File: config.mk
export PLATFORM = sky130hd
export DESIGN_NAME = sparse_weight_compactor_top
export DESIGN_NICKNAME = d
export VERILOG_FILES = /design/src/hw/rtl/swc_pkg.sv /design/src/hw/rtl/swc_front.sv /design/src/hw/rtl/swc_queue.sv /design/src/hw/rtl/swc_back.sv /design/src/hw/rtl/sparse_weight_compactor_top.sv
export SDC_FILE = /design/constraint.sdc
export NUM_CORES = 1
export LEC_CHECK = 0
export BUFFER_PORTS_ARGS = -buffer_cell sky130_fd_sc_hd__buf_4
export CORE_UTILIZATION = 41
export DETAILED_ROUTE_END_ITERATION = 16
export PLACE_DENSITY = 0.62
export SLEW_MARGIN = 0
export SYNTH_ARGS = -nofsm -noshare
export SYNTH_HDL_FRONTEND = slang
export SYNTH_SLANG_ARGS = --single-unit
File: constraint.sdc
create_clock -name clk -period 12.7 [get_ports clk]
set_input_delay 1.905 -clock clk [delete_from_list [all_inputs] [get_ports clk]]
set_output_delay 1.905 -clock clk [all_outputs]
set_load 0.02 [all_outputs]
File: src/hw/rtl/swc_pkg.sv
// Shared types, constants and element helpers for the sparse weight compactor.
`default_nettype none

package swc_pkg;

	// Alignment of a channel block in bytes (4 to 64).
	localparam int unsigned ALIGN_BYTES = 16;
	// Results one input may cause, element included.
	localparam int unsigned MAX_RESULTS = 16;
	// Entries in the command queue between front and back.
	localparam int unsigned QDEPTH      = 4;

	localparam int unsigned PHASE_W = $clog2(ALIGN_BYTES);
	localparam int unsigned SUM_W   = $clog2(ALIGN_BYTES + 4);
	localparam int unsigned NEED_W  = $clog2(ALIGN_BYTES + 3);
	localparam int unsigned CNT_W   = $clog2(MAX_RESULTS + 1);
	localparam int unsigned CMP_W   = (NEED_W > CNT_W) ? NEED_W : CNT_W;
	localparam int unsigned QA_W    = (QDEPTH > 1) ? $clog2(QDEPTH) : 1;
	localparam int unsigned QC_W    = $clog2(QDEPTH + 1);
	localparam int unsigned DATA_W  = 32;
	localparam int unsigned KIND_W  = 3;
	localparam int unsigned CIDX_W  = 1;

	// Element kinds.
	localparam logic [KIND_W-1:0] KIND_INT8  = 3'd0;
	localparam logic [KIND_W-1:0] KIND_UINT8 = 3'd1;
	localparam logic [KIND_W-1:0] KIND_FP16  = 3'd2;
	localparam logic [KIND_W-1:0] KIND_BF16  = 3'd3;
	localparam logic [KIND_W-1:0] KIND_FP32  = 3'd4;

	// Configuration register indexes.
	localparam logic [CIDX_W-1:0] REG_ELEMENT_KIND   = 1'd0;
	localparam logic [CIDX_W-1:0] REG_SPARSE_PATTERN = 1'd1;

	typedef struct packed {
		logic [KIND_W-1:0] kind;
		logic [DATA_W-1:0] pattern;
	} cfg_t;

	// One classified item: kept element and padding still to emit.
	typedef struct packed {
		logic [DATA_W-1:0] bits;
		logic              keep;
		logic              last;
		logic [CNT_W-1:0]  pad;
	} cmd_t;

	// Element size in bytes.
	function automatic logic [2:0] kind_bytes(input logic [KIND_W-1:0] k);
		logic [2:0] b;
		begin
			case (k)
				KIND_FP16, KIND_BF16: b = 3'd2;
				KIND_FP32:            b = 3'd4;
				default:              b = 3'd1;
			endcase
			return b;
		end
	endfunction

	// log2 of the element size.
	function automatic logic [1:0] kind_shift(input logic [KIND_W-1:0] k);
		logic [1:0] s;
		begin
			case (k)
				KIND_FP16, KIND_BF16: s = 2'd1;
				KIND_FP32:            s = 2'd2;
				default:              s = 2'd0;
			endcase
			return s;
		end
	endfunction

	function automatic logic [DATA_W-1:0] kind_mask(input logic [KIND_W-1:0] k);
		logic [DATA_W-1:0] m;
		begin
			case (k)
				KIND_FP16, KIND_BF16: m = 32'h0000_FFFF;
				KIND_FP32:            m = 32'hFFFF_FFFF;
				default:              m = 32'h0000_00FF;
			endcase
			return m;
		end
	endfunction

	// Match against the sparse value; v and s are already masked.
	// Float kinds: signed zeros match each other, NaN never matches.
	function automatic logic is_sparse(input logic [DATA_W-1:0] v,
	                                   input logic [DATA_W-1:0] s,
	                                   input logic [KIND_W-1:0] k);
		logic [DATA_W-1:0] mag;
		logic [DATA_W-1:0] expo;
		logic [DATA_W-1:0] mant;
		logic              isf;
		logic              a_nan;
		logic              b_nan;
		logic              a_z;
		logic              b_z;
		begin
			isf  = 1'b1;
			mag  = 32'h7FFF_FFFF;
			expo = 32'h7F80_0000;
			mant = 32'h007F_FFFF;
			case (k)
				KIND_FP16: begin
					mag  = 32'h0000_7FFF;
					expo = 32'h0000_7C00;
					mant = 32'h0000_03FF;
				end
				KIND_BF16: begin
					mag  = 32'h0000_7FFF;
					expo = 32'h0000_7F80;
					mant = 32'h0000_007F;
				end
				KIND_FP32: begin
					mag  = 32'h7FFF_FFFF;
					expo = 32'h7F80_0000;
					mant = 32'h007F_FFFF;
				end
				default: isf = 1'b0;
			endcase
			a_z   = (v & mag) == '0;
			b_z   = (s & mag) == '0;
			a_nan = ((v & expo) == expo) && ((v & mant) != '0);
			b_nan = ((s & expo) == expo) && ((s & mant) != '0);
			if (!isf)
				return v == s;
			return !(a_nan || b_nan) && ((a_z && b_z) || (v == s));
		end
	endfunction

endpackage

`default_nettype wire

File: src/hw/rtl/swc_front.sv
// Front end: sparse test, byte phase tracking and padding count per item.
`default_nettype none

module swc_front (
	input  wire logic                          clk,
	input  wire logic                          arst_n,
	input  wire swc_pkg::cfg_t                 cfg,
	input  wire logic                          accept,
	input  wire logic [swc_pkg::DATA_W-1:0]    element_bits,
	input  wire logic                          channel_end,
	output swc_pkg::cmd_t                      cmd
);
	import swc_pkg::*;

	logic [PHASE_W-1:0] phase_q;
	logic [DATA_W-1:0]  mask;
	logic [DATA_W-1:0]  v;
	logic [DATA_W-1:0]  s;
	logic               keep;
	logic [2:0]         size;
	logic [SUM_W-1:0]   sum;
	logic [SUM_W-1:0]   kept_phase;
	logic [NEED_W-1:0]  need;
	logic [NEED_W-1:0]  cnt;
	logic [CMP_W-1:0]   cnt_x;
	logic [CMP_W-1:0]   limit_x;
	logic [CNT_W-1:0]   pad;

	assign mask = kind_mask(cfg.kind);
	assign v    = element_bits & mask;
	assign s    = cfg.pattern & mask;
	assign keep = !is_sparse(v, s, cfg.kind);
	assign size = kind_bytes(cfg.kind);

	always_comb begin
		sum        = SUM_W'(phase_q) + (keep ? SUM_W'(size) : '0);
		kept_phase = (sum >= SUM_W'(ALIGN_BYTES)) ? sum - SUM_W'(ALIGN_BYTES) : sum;
		need       = NEED_W'(ALIGN_BYTES) - NEED_W'(kept_phase) + NEED_W'(size) - NEED_W'(1);
		cnt        = (kept_phase == '0) ? '0 : (need >> kind_shift(cfg.kind));
		cnt_x      = CMP_W'(cnt);
		limit_x    = CMP_W'(MAX_RESULTS) - CMP_W'(keep);
		pad        = '0;
		if (channel_end)
			pad = (cnt_x > limit_x) ? CNT_W'(limit_x) : CNT_W'(cnt_x);
	end

	assign cmd.bits = v;
	assign cmd.keep = keep;
	assign cmd.last = channel_end;
	assign cmd.pad  = pad;

	// Phase restarts at a channel end, saturated padding or not.
	always_ff @(posedge clk or negedge arst_n) begin
		if (!arst_n) begin
			phase_q <= '0;
		end else if (accept) begin
			phase_q <= channel_end ? '0 : kept_phase[PHASE_W-1:0];
		end
	end

endmodule

`default_nettype wire

File: src/hw/rtl/swc_queue.sv
// Short command FIFO between front and back ends.
`default_nettype none

module swc_queue (
	input  wire logic          clk,
	input  wire logic          arst_n,
	input  wire logic          push,
	input  wire swc_pkg::cmd_t push_cmd,
	input  wire logic          pop,
	output swc_pkg::cmd_t      head,
	output logic               head_valid,
	output logic               full
);
	import swc_pkg::*;

	cmd_t             slot_q [QDEPTH];
	logic [QA_W-1:0]  wr_q;
	logic [QA_W-1:0]  rd_q;
	logic [QC_W-1:0]  count_q;

	assign head       = slot_q[rd_q];
	assign head_valid = count_q != '0;
	assign full       = count_q == QC_W'(QDEPTH);

	always_ff @(posedge clk or negedge arst_n) begin
		if (!arst_n) begin
			wr_q    <= '0;
			rd_q    <= '0;
			count_q <= '0;
		end else begin
			if (push)
				wr_q <= (wr_q == QA_W'(QDEPTH - 1)) ? '0 : wr_q + QA_W'(1);
			if (pop)
				rd_q <= (rd_q == QA_W'(QDEPTH - 1)) ? '0 : rd_q + QA_W'(1);
			if (push && !pop)
				count_q <= count_q + QC_W'(1);
			else if (pop && !push)
				count_q <= count_q - QC_W'(1);
		end
	end

	always_ff @(posedge clk) begin
		if (push)
			slot_q[wr_q] <= push_cmd;
	end

endmodule

`default_nettype wire

File: src/hw/rtl/swc_back.sv
// Back end: expands each command into element and padding results.
`default_nettype none

module swc_back (
	input  wire logic                       clk,
	input  wire logic                       arst_n,
	input  wire swc_pkg::cmd_t              head,
	input  wire logic                       head_valid,
	output logic                            pop,
	output logic                            out_valid,
	input  wire logic                       out_stall,
	output logic [swc_pkg::DATA_W-1:0]      packed_bits,
	output logic                            is_padding,
	output logic                            run_last,
	output logic                            block_end
);
	import swc_pkg::*;

	logic              valid_q;
	logic [CNT_W-1:0]  rem_q;
	logic              last_q;
	logic              advance;
	logic              emit;
	logic              take;
	logic [CNT_W-1:0]  total;
	logic [CNT_W-1:0]  rem_d;
	logic              last_d;
	logic [DATA_W-1:0] bits_d;
	logic              pad_d;
	logic              rl_d;
	logic              be_d;

	assign advance = !valid_q || !out_stall;

	always_comb begin
		emit   = 1'b0;
		take   = 1'b0;
		total  = CNT_W'(head.keep) + head.pad;
		rem_d  = rem_q;
		last_d = last_q;
		bits_d = '0;
		pad_d  = 1'b1;
		rl_d   = 1'b0;
		be_d   = 1'b0;
		if (rem_q != '0) begin
			// padding left over from the current command
			emit  = 1'b1;
			rem_d = rem_q - CNT_W'(1);
			rl_d  = rem_q == CNT_W'(1);
			be_d  = rl_d && last_q;
		end else if (head_valid) begin
			take   = 1'b1;
			last_d = head.last;
			if (total != '0) begin
				emit   = 1'b1;
				bits_d = head.keep ? head.bits : '0;
				pad_d  = !head.keep;
				rem_d  = total - CNT_W'(1);
				rl_d   = rem_d == '0;
				be_d   = rl_d && head.last;
			end
		end
	end

	assign pop       = advance && take;
	assign out_valid = valid_q;

	always_ff @(posedge clk or negedge arst_n) begin
		if (!arst_n) begin
			valid_q <= 1'b0;
			rem_q   <= '0;
			last_q  <= 1'b0;
		end else if (advance) begin
			valid_q <= emit;
			rem_q   <= rem_d;
			last_q  <= last_d;
		end
	end

	always_ff @(posedge clk) begin
		if (advance && emit) begin
			packed_bits <= bits_d;
			is_padding  <= pad_d;
			run_last    <= rl_d;
			block_end   <= be_d;
		end
	end

endmodule

`default_nettype wire

File: src/hw/rtl/sparse_weight_compactor_top.sv
// Top level of the sparse weight compactor: config registers, front, queue, back.
`default_nettype none

//  channel  | signals                                     | direction
//  ---------+---------------------------------------------+----------
//  input    | in_valid, in_stall, element_bits,           | in
//           | channel_end                                 |
//  output   | out_valid, out_stall, packed_bits,          | out
//           | is_padding, run_last, block_end             |
//  config   | cfg_valid, cfg_ready, cfg_index, cfg_data   | in
//
//  An input transfer is classified in the cycle it arrives and lands in a
//  four-entry command queue; the back end emits one result per cycle from
//  it while out_stall is low, so a stream of kept elements runs at one
//  item per cycle. A channel end with padding yields up to 16 results; the
//  queue absorbs up to four items meanwhile before in_stall rises. The
//  queue slot and then the back end output register lie between input and
//  result. Reset clears the byte phase, queue, output valid and both config
//  registers; config writes are always taken (cfg_ready is tied high).
module sparse_weight_compactor_top (
	input  wire logic                           clk,
	input  wire logic                           arst_n,
	input  wire logic                           in_valid,
	output logic                                in_stall,
	input  wire logic [swc_pkg::DATA_W-1:0]     element_bits,
	input  wire logic                           channel_end,
	output logic                                out_valid,
	input  wire logic                           out_stall,
	output logic [swc_pkg::DATA_W-1:0]          packed_bits,
	output logic                                is_padding,
	output logic                                run_last,
	output logic                                block_end,
	input  wire logic                           cfg_valid,
	output logic                                cfg_ready,
	input  wire logic [swc_pkg::CIDX_W-1:0]     cfg_index,
	input  wire logic [swc_pkg::DATA_W-1:0]     cfg_data
);
	import swc_pkg::*;

	cfg_t  cfg_q;
	cmd_t  front_cmd;
	cmd_t  head;
	logic  head_valid;
	logic  full;
	logic  accept;
	logic  pop;

	assign cfg_ready = 1'b1;
	assign in_stall  = full;
	assign accept    = in_valid && !full;

	// Config writes must land only while idle; not enforced here. No shadowing.
	always_ff @(posedge clk or negedge arst_n) begin
		if (!arst_n) begin
			cfg_q.kind    <= KIND_INT8;
			cfg_q.pattern <= '0;
		end else if (cfg_valid && cfg_ready) begin
			case (cfg_index)
				REG_ELEMENT_KIND:   cfg_q.kind    <= cfg_data[KIND_W-1:0];
				REG_SPARSE_PATTERN: cfg_q.pattern <= cfg_data;
				default:            ;
			endcase
		end
	end

	swc_front u_front (
		.clk          (clk),
		.arst_n       (arst_n),
		.cfg          (cfg_q),
		.accept       (accept),
		.element_bits (element_bits),
		.channel_end  (channel_end),
		.cmd          (front_cmd)
	);

	swc_queue u_queue (
		.clk        (clk),
		.arst_n     (arst_n),
		.push       (accept),
		.push_cmd   (front_cmd),
		.pop        (pop),
		.head       (head),
		.head_valid (head_valid),
		.full       (full)
	);

	swc_back u_back (
		.clk         (clk),
		.arst_n      (arst_n),
		.head        (head),
		.head_valid  (head_valid),
		.pop         (pop),
		.out_valid   (out_valid),
		.out_stall   (out_stall),
		.packed_bits (packed_bits),
		.is_padding  (is_padding),
		.run_last    (run_last),
		.block_end   (block_end)
	);

endmodule

`default_nettype wire
-- Yosys cells after proc, flatten, opt, wreduce, memory -nomap -nowiden
Memory sizes are Yosys's and may differ from the RTL's.
Index checks and enable logic that the tools add are counted.
- memories: 1
- bits in writable memories: 156
- register bits: 88
- input bits: 71
- bits in read-only memories: 0
- word-level logic and storage cells: 129
- latch bits: 0
- memories (memory ; depth ; bits a word ; rd ports ; clocked after Yosys merged registers in ; wr ports ; line ; source):
    u_queue.slot_q ; 4 ; 39 ; 1 ; 0 ; 1 ; swc_queue.sv:16 ; cmd_t slot_q [QDEPTH];
- divide/modulo/power cells: 0
- multiply operators: 0
- reduce and logical (&&, ||, !) cells: 42
- bitwise gates (word level): 13
- mux-type cells: 34
- shifts and indexed selects: 1
- eq/ne operators: 10
- $lt $le $gt $ge: 2
- add/sub/neg operators: 13
- operators by type and width (operator ; count):
    $and 32x31->32 ; 4
    $and 32x23->32 ; 2
    $and 32x32->32 ; 2
    $eq 32x31->1 ; 2
    $logic_not 32->1 ; 2
    $pmux 32 s2 ; 1
    $reduce_bool 32->1 ; 2
    $pmux 31 s2 ; 1
    $pmux 23 s2 ; 1
    $mux 5 ; 7
    $eq 32x32->1 ; 1
    $mux 31 ; 1
    $mux 1 ; 15
    $sub 5x1->5 const B ; 3
    $logic_and 1x1->1 ; 11
    $logic_not 5->1 ; 2
    $reduce_bool 5->1 ; 2
    $mux 3 ; 3
    $logic_not 1->1 ; 8
    $eq 3x2->1 const B ; 2
    $eq 3x3->1 const B ; 2
    $pmux 3 s2 ; 1
    $reduce_and 3->1 ; 2
    $reduce_bool 2->1 ; 3
    other kinds (24) ; 35

-- Depth between registers and ports, before layout
Gate-level depths: netlist of the first run.
- depth after elaboration: 23
- gate-level depth with buffers: 24
- depth with buffers taken out: 22

-- Hierarchy
A second synthesis of the first run with hierarchy kept.
- cells, all modules: 699
- area, all modules: 11063.1 um^2
- by module, submodules not included (module ; cells each ; area an instance (um^2) ; instances):
    swc_queue ; 241 ; 6090.8 ; 1
    swc_back ; 151 ; 1995.7 ; 1
    swc_front ; 229 ; 1656.6 ; 1
    sparse_weight_compactor_top ; 78 ; 1320.0 ; 1

-- Worst setup path after synthesis of the first run
OpenSTA, ideal clock, no wires.
- kind: input-to-reg
- from: in element_bits[14] in the netlist's numbering
- to: mem u_queue.slot_q[0][1] in the netlist's numbering, data pin
- arrival: 5.959 ns
- stages on the path: 22
- buffers on the path: 1
- required time: 12.474 ns
- slack: 6.515 ns
- cells stage by stage: nor4_1 -> nand4_1 -> nor4b_1 -> and3_1 -> o21a_1 -> buf_2 -> nor2_1 -> fa_1 -> inv_1 -> fa_1 -> xor2_1 -> nor2_1 -> o21ai_0 -> nand2_1 -> nor2_1 -> ha_1 -> nor2b_1 -> o21a_1 -> o21ai_0 -> a21o_1 -> nand2_1 -> o32ai_1
- RTL lines (item ; line ; source):
    start, declared ; sparse_weight_compactor_top.sv:25 ; input wire logic [swc_pkg::DATA_W-1:0] element_bits,
    end, declared ; swc_queue.sv:16 ;

==> flow_summary.json, run 1 <==
{
  "clockBufferDepth": 3,
  "async_flop_share": 0.217,
  "routedWlPerCell_um": 18.7,
  "tightest_slew_ps": 850,
  "vias": 6086,
  "clk_pin_slew_ps": 60,
  "setup_violations": 0,
  "cp_max_fo": 10,
  "nets": 905,
  "outcome": "complete, no violations",
  "ys_top_cells_by_count": "edfxtp_1, dfrtp_1, xnor2_1, mux4_2, mux2_2",
  "vdd_ir_drop_max_mv": 0.0945,
  "cap_violations": 0,
  "internal_power_w": 0.00185,
  "synth_nets": 788,
  "yosys.cell_types.count": 62,
  "fmax_mhz": 155,
  "ys.flop_type": "edfxtp_1",
  "start_util": 0.417,
  "post-synth-top-area-fraction": 0.527,
  "synth_area_um2": 10900,
  "syn_area_per_cell_um2": 15.7,
  "reg2reg_slack_ps": 6840,
  "stdcell_area_um2": 12800,
  "synthMostInstantiatedCell": "edfxtp_1",
  "gp_congestion": 0.838,
  "rsz0062_at_grt": "false",
  "clock_latency_ps": 530,
  "area_growth_pct": 17.8,
  "period_needed_ps": 6440,
  "portBuffers": 107,
  "power.total_w": 0.00269,
  "slew_viol_final": 0,
  "dr.pass1.iters": 5,
  "sw_frac_of_total": 0.312,
  "place_area_um2": 12000,
  "p_clk_frac": 0.259,
  "required_ps": 12970,
  "hp-class": "register to register",
  "first_global_vias": 6167,
  "hold_buffers": 0,
  "ant_nets": 0,
  "core.rowCount": 59,
  "die_area_um2": 27200,
  "ctsHtreeMaxLevel": 1,
  "io_pins": 109,
  "p_per_area_nw_per_um2": 210,
  "die_x_um": 165,
  "ys_top_cells_by_area": "edfxtp_1, dfrtp_1, mux4_2",
  "cts-resized-gates": 0,
  "final_util": 0.492,
  "p_leak_nw": 4.66,
  "cts_tree": "built",
  "drt_iter0_drc": 481,
  "cts_buffers": 25,
  "yosys.area.top_type": "edfxtp_1",
  "yosysWarnings": 0,
  "grt_max_degree": 54,
  "grt_pass1_wl_mm": 34.3,
  "cp-end-kind": "register",
  "hold_viol": 0,
  "via_per_inst": 5.25,
  "drcViolationCount": 0,
  "cp_data_arrival_time_ps": 6710,
  "path_class": "input pin to register",
  "n_antenna_cell": 0,
  "cts_root_buf": "clkbuf_16",
  "synth-seq-cells": 244,
  "skew_ps": 15.4,
  "synth_cells": 691,
  "grt_usage": 0.167,
  "power_switching_w": 0.000842,
  "fin_tns_setup_ps": 0,
  "wl_mm": 21.7,
  "synth_edf_count": 191,
  "r2r_start": "cfg_q[33]",
  "seqPwrFrac": 0.416,
  "cp-start-kind": "input pin",
  "p_comb_frac": 0.325,
  "cts_sinks": 244,
  "gr-total-overflow": 0,
  "slew_headroom": 0.434,
  "seq_area_frac_synth": 0.649,
  "core_area_um2": 26100,
  "hold_start": "u_queue.count_q[2]",
  "drive_above_1_share": 0.295,
  "antenna_found_initial": 0,
  "fill_cells": 2201,
  "post-cts-setup-buffers": 0,
  "hpwl_mm": 14.4,
  "dieHeight_um": 165,
  "finalCritPeriodShare": 0.507,
  "worstSetupStartpoint": "element_bits[18]"
}
[final cells by class]
cell class	count	area, um^2	share of cell area
tap	335	419	0.0327
sequential	244	7060	0.551
timing repair buffer	116	871	0.0679
multi-input combinational	403	3620	0.282
inverter	18	67.6	0.00527
clock inverter	12	128	0.00996
clock buffer	31	648	0.0506
[path summary, 6_finish.rpt]
kind / to / cells past startpoint
setup reg to reg: u_queue.slot_q[3][1] / 22
hold reg to reg: u_queue.count_q[2] / 1
hold / removal: u_queue.count_q[2] / 1
setup / recovery: u_queue.slot_q[3][1] / 22
max in group asynchronous: cfg_q[19] / 1
min in group asynchronous: u_back.rem_q[0] / 1
[kinds of logic after synthesis]
group	Yosys count	synth area share
flops	244	0.649
buf+inv	44	0.0187
compound gates	68	0.0449
xor+xnor	45	0.0369
other cells	1	0.000345
mux	82	0.123
fa+ha+maj	26	0.0320
simple gates	181	0.0945
[sequential cells by signal, indices dropped and copies added, names as in the netlist]
register            flops
u_queue.count_q         3
cfg_q                  35
u_back.block_end        1
u_back.out_valid        1
u_queue.slot_q        156
u_front.phase_q         4
u_back.run_last         1
u_back.rem_q            5
u_back.is_padding       1
u_back.last_q           1
u_queue.wr_q            2
u_queue.rd_q            2
u_back.packed_bits     32
[layout by cell type, fill, tap and decap left out, types with 23 or more instances in the layout]
master,n
nor2_1,26
buf_4,116
mux2_2,37
nor2b_1,32
mux4_2,38
ha_1,23
clkbuf_16,25
xnor2_1,40
dfrtp_1,52
nand2_1,23
edfxtp_1,191
[metal layers]
layer  global-route usage  share of wire
met3               0.0271          0.050
met5                    0              0
met2                0.254           0.45
met1                0.246           0.48
met4               0.0480          0.020
[worst max-delay path, stage by stage]
cell and delay [ps]:
buf_4 130, xnor2_1 190, nand4_1 120, nor4_1 460
o221a_2 260, o21a_1 350, nor2_1 130, fa_1 510
inv_1 80, fa_1 430, xor2_1 250, nor2_1 70
o21ai_0 150, nand2_1 90, nor2_1 90, ha_1 240
nor2b_1 130, o21a_1 150, o21ai_0 230, a21o_1 190
nand2_1 70, o32ai_1 460
[power by group through the flow]
stage / Sequential (W) / Combinational [W] / Clock [W]
2_1_floorplan: 0.00114 / 0.000656 / 0
3_3_place_gp: 0.00114 / 0.000876 / 0
3_5_place_dp: 0.00114 / 0.000882 / 0
4_1_cts: 0.00112 / 0.000886 / 0.000719
5_1_grt: 0.00114 / 0.000972 / 0.000749
6_report: 0.00112 / 0.000875 / 0.000697
[metrics by stage]
step	worst slack [ps]	cells	hold slack, ps
final	6260	1159	477
after global routing	5880	1159	516
after detailed placement	5750	1116	475
after floorplan	6520	691	447
after global placement	5840	1116	465
after CTS	6290	1159	483
No activity file was read; power rests on OpenSTA's default activity.
==> inputs of run 2 (changes only) <==
--- a/config.mk
+++ b/config.mk
@@ -8,7 +8,7 @@
 export BUFFER_PORTS_ARGS = -buffer_cell sky130_fd_sc_hd__buf_4
 export CORE_UTILIZATION = 41
 export DETAILED_ROUTE_END_ITERATION = 16
-export PLACE_DENSITY = 0.62
+export PLACE_DENSITY = 0.64
 export SLEW_MARGIN = 0
 export SYNTH_ARGS = -nofsm -noshare
 export SYNTH_HDL_FRONTEND = slang
==> constraint.sdc (replaced) <==
create_clock -name clk -period 5.8 [get_ports clk]
set_input_delay 0.87 -clock clk [delete_from_list [all_inputs] [get_ports clk]]
set_output_delay 0.87 -clock clk [all_outputs]
set_load 0.02 [all_outputs]
==> run 2 against run 1 <==
Effect of this change: non-clock buffer count up 4; sequential power up 120%; worst hold slack worse by 100 ps; design area up 0.44%.
==> flow_summary.json, run 2 (synthesis gave the netlist of run 1 again) <==
{
  "cts_tree": "built",
  "power_switching_w": 0.00188,
  "nets": 910,
  "die_x_um": 165,
  "cts-resized-gates": 0,
  "routedWlPerCell_um": 18.8,
  "gr-total-overflow": 0,
  "seqPwrFrac": 0.420,
  "dieHeight_um": 165,
  "hold_buffers": 0,
  "tightest_slew_ps": 1060,
  "cts_buffers": 26,
  "ctsHtreeMaxLevel": 1,
  "hold_viol": 0,
  "vdd_ir_drop_max_mv": 0.210,
  "grt_pass1_wl_mm": 34.7,
  "n_antenna_cell": 0,
  "start_util": 0.417,
  "gp_congestion": 0.847,
  "path_class": "register to register",
  "drive_above_1_share": 0.303,
  "setup_violations": 0,
  "cp_max_fo": 10,
  "cap_violations": 0,
  "finalCritPeriodShare": 0.929,
  "internal_power_w": 0.00406,
  "dr.pass1.iters": 5,
  "clockBufferDepth": 3,
  "final_cell_mix": "edfxtp_1, buf_4, dfrtp_1",
  "vias": 6158,
  "outcome": "complete, no violations",
  "wl_mm": 22.0,
  "place_ws_ps": 176,
  "ant_nets": 0,
  "antenna_found_initial": 0,
  "fin_tns_setup_ps": 0,
  "setup_slack_ps": 409,
  "die_area_um2": 27200,
  "cp_data_arrival_time_ps": 5640,
  "period_needed_ps": 5390,
  "skew_ps": 27.6,
  "core_area_um2": 26100,
  "cp-end-kind": "register",
  "stdcell_area_um2": 12900,
  "cts_sinks": 244,
  "clock_latency_ps": 550,
  "p_comb_frac": 0.320,
  "core.rowCount": 59,
  "via_per_inst": 5.27,
  "largest_register_ffs": 156,
  "first_global_vias": 6261,
  "area_growth_pct": 18.3,
  "grt_max_degree": 54,
  "cts_root_buf": "clkbuf_16",
  "p_leak_nw": 4.70,
  "clk_pin_slew_ps": 60,
  "reg.largest.list": "u_queue.slot_q (156), cfg_q (35), u_back.packed_bits (32)",
  "p_per_area_nw_per_um2": 461,
  "grt_usage": 0.167,
  "hpwl_mm": 14.9,
  "drcViolationCount": 0,
  "post-cts-setup-buffers": 0,
  "slew_headroom": 0.293,
  "sw_frac_of_total": 0.317,
  "io_pins": 109,
  "required_ps": 6050,
  "slew_viol_final": 0,
  "cp-start-kind": "register",
  "place_area_um2": 12100,
  "final_common_cell": "edfxtp_1",
  "fmax_mhz": 186,
  "hp-class": "input pin to async pin",
  "drt_iter0_drc": 323,
  "max_flop_register": "u_queue.slot_q",
  "p_clk_frac": 0.260,
  "portBuffers": 107,
  "rsz0062_at_grt": "true"
}
run 2: cell types whose count changed in the layout (fill, tap and decap cells not counted), sizes merged:
cell and change:
clkinv +5, bufinv -1, buf +4, clkbuf +4
clkinvlp -2, inv -1
run 2: worst paths after layout:
kind,from,to,slack (ps),depth (start not counted)
max in group asynchronous,arst_n,u_front.phase_q[3],4900,1
hold / removal,arst_n,u_back.out_valid,370,1
setup / recovery,cfg_q[33],u_queue.slot_q[2][2],410,21
setup reg to reg,cfg_q[33],u_queue.slot_q[2][2],410,21
min in group clk,u_queue.count_q[2],u_queue.count_q[2],480,1
hold reg to reg,u_queue.count_q[2],u_queue.count_q[2],480,1
run 2: power by group through the flow:
| stage | logic (W) | clock network, W | registers [W] |
|---|---|---|---|
| floorplan | 0.00144 | 0 | 0.00250 |
| global placement | 0.00189 | 0 | 0.00252 |
| detailed placement | 0.00191 | 0 | 0.00253 |
| CTS | 0.00192 | 0.00158 | 0.00250 |
| global route | 0.00211 | 0.00165 | 0.00253 |
| finish | 0.00190 | 0.00154 | 0.00249 |
run 2: layout make-up:
type / count / area, um^2
Tap cell: 335 / 419
Fill cell: 2234 / 13200
Multi-Input combinational cell: 403 / 3620
Inverter: 18 / 67.6
Clock inverter: 13 / 118
Clock buffer: 35 / 684
Sequential cell: 244 / 7060
Timing Repair Buffer: 120 / 901
run 2: critical path, stage by stage (launching register included):
cell and delay, ps:
dfrtp_1 430, or3b_1 420, inv_2 200, and2_1 240
a21oi_1 100, a41o_1 230, o21a_1 110, nor2_1 170
fa_1 440, inv_1 140, ha_1 250, a21o_1 170
a21oi_1 270, xnor2_1 120, nor2_1 160, nor2_1 70
ha_1 280, nor2b_1 130, o21a_1 160, o21ai_0 240
a21oi_1 160, a221oi_1 570
run 2: metal layers:
layer | up-vias | global-route usage | part of all wire
met1 | 3097 | 0.243 | 0.48
met3 | 29 | 0.0271 | 0.049
met4 | 0 | 0.0434 | 0.016
li1 | 2879 | - | -
met2 | 153 | 0.261 | 0.46
met5 | - | 0 | 0
run 2: stage by stage:
| step | utilization | total power (W) | hold WS (ps) | cells |
|---|---|---|---|---|
| after global routing | 0.494 | 0.00629 | 434 | 1168 |
| final | 0.494 | 0.00594 | 373 | 1168 |
| after detailed placement | 0.463 | 0.00444 | 469 | 1120 |
| after global placement | 0.463 | 0.00441 | 468 | 1120 |
| after floorplan | - | 0.00393 | 447 | 691 |
| after CTS | 0.494 | 0.00600 | 427 | 1168 |
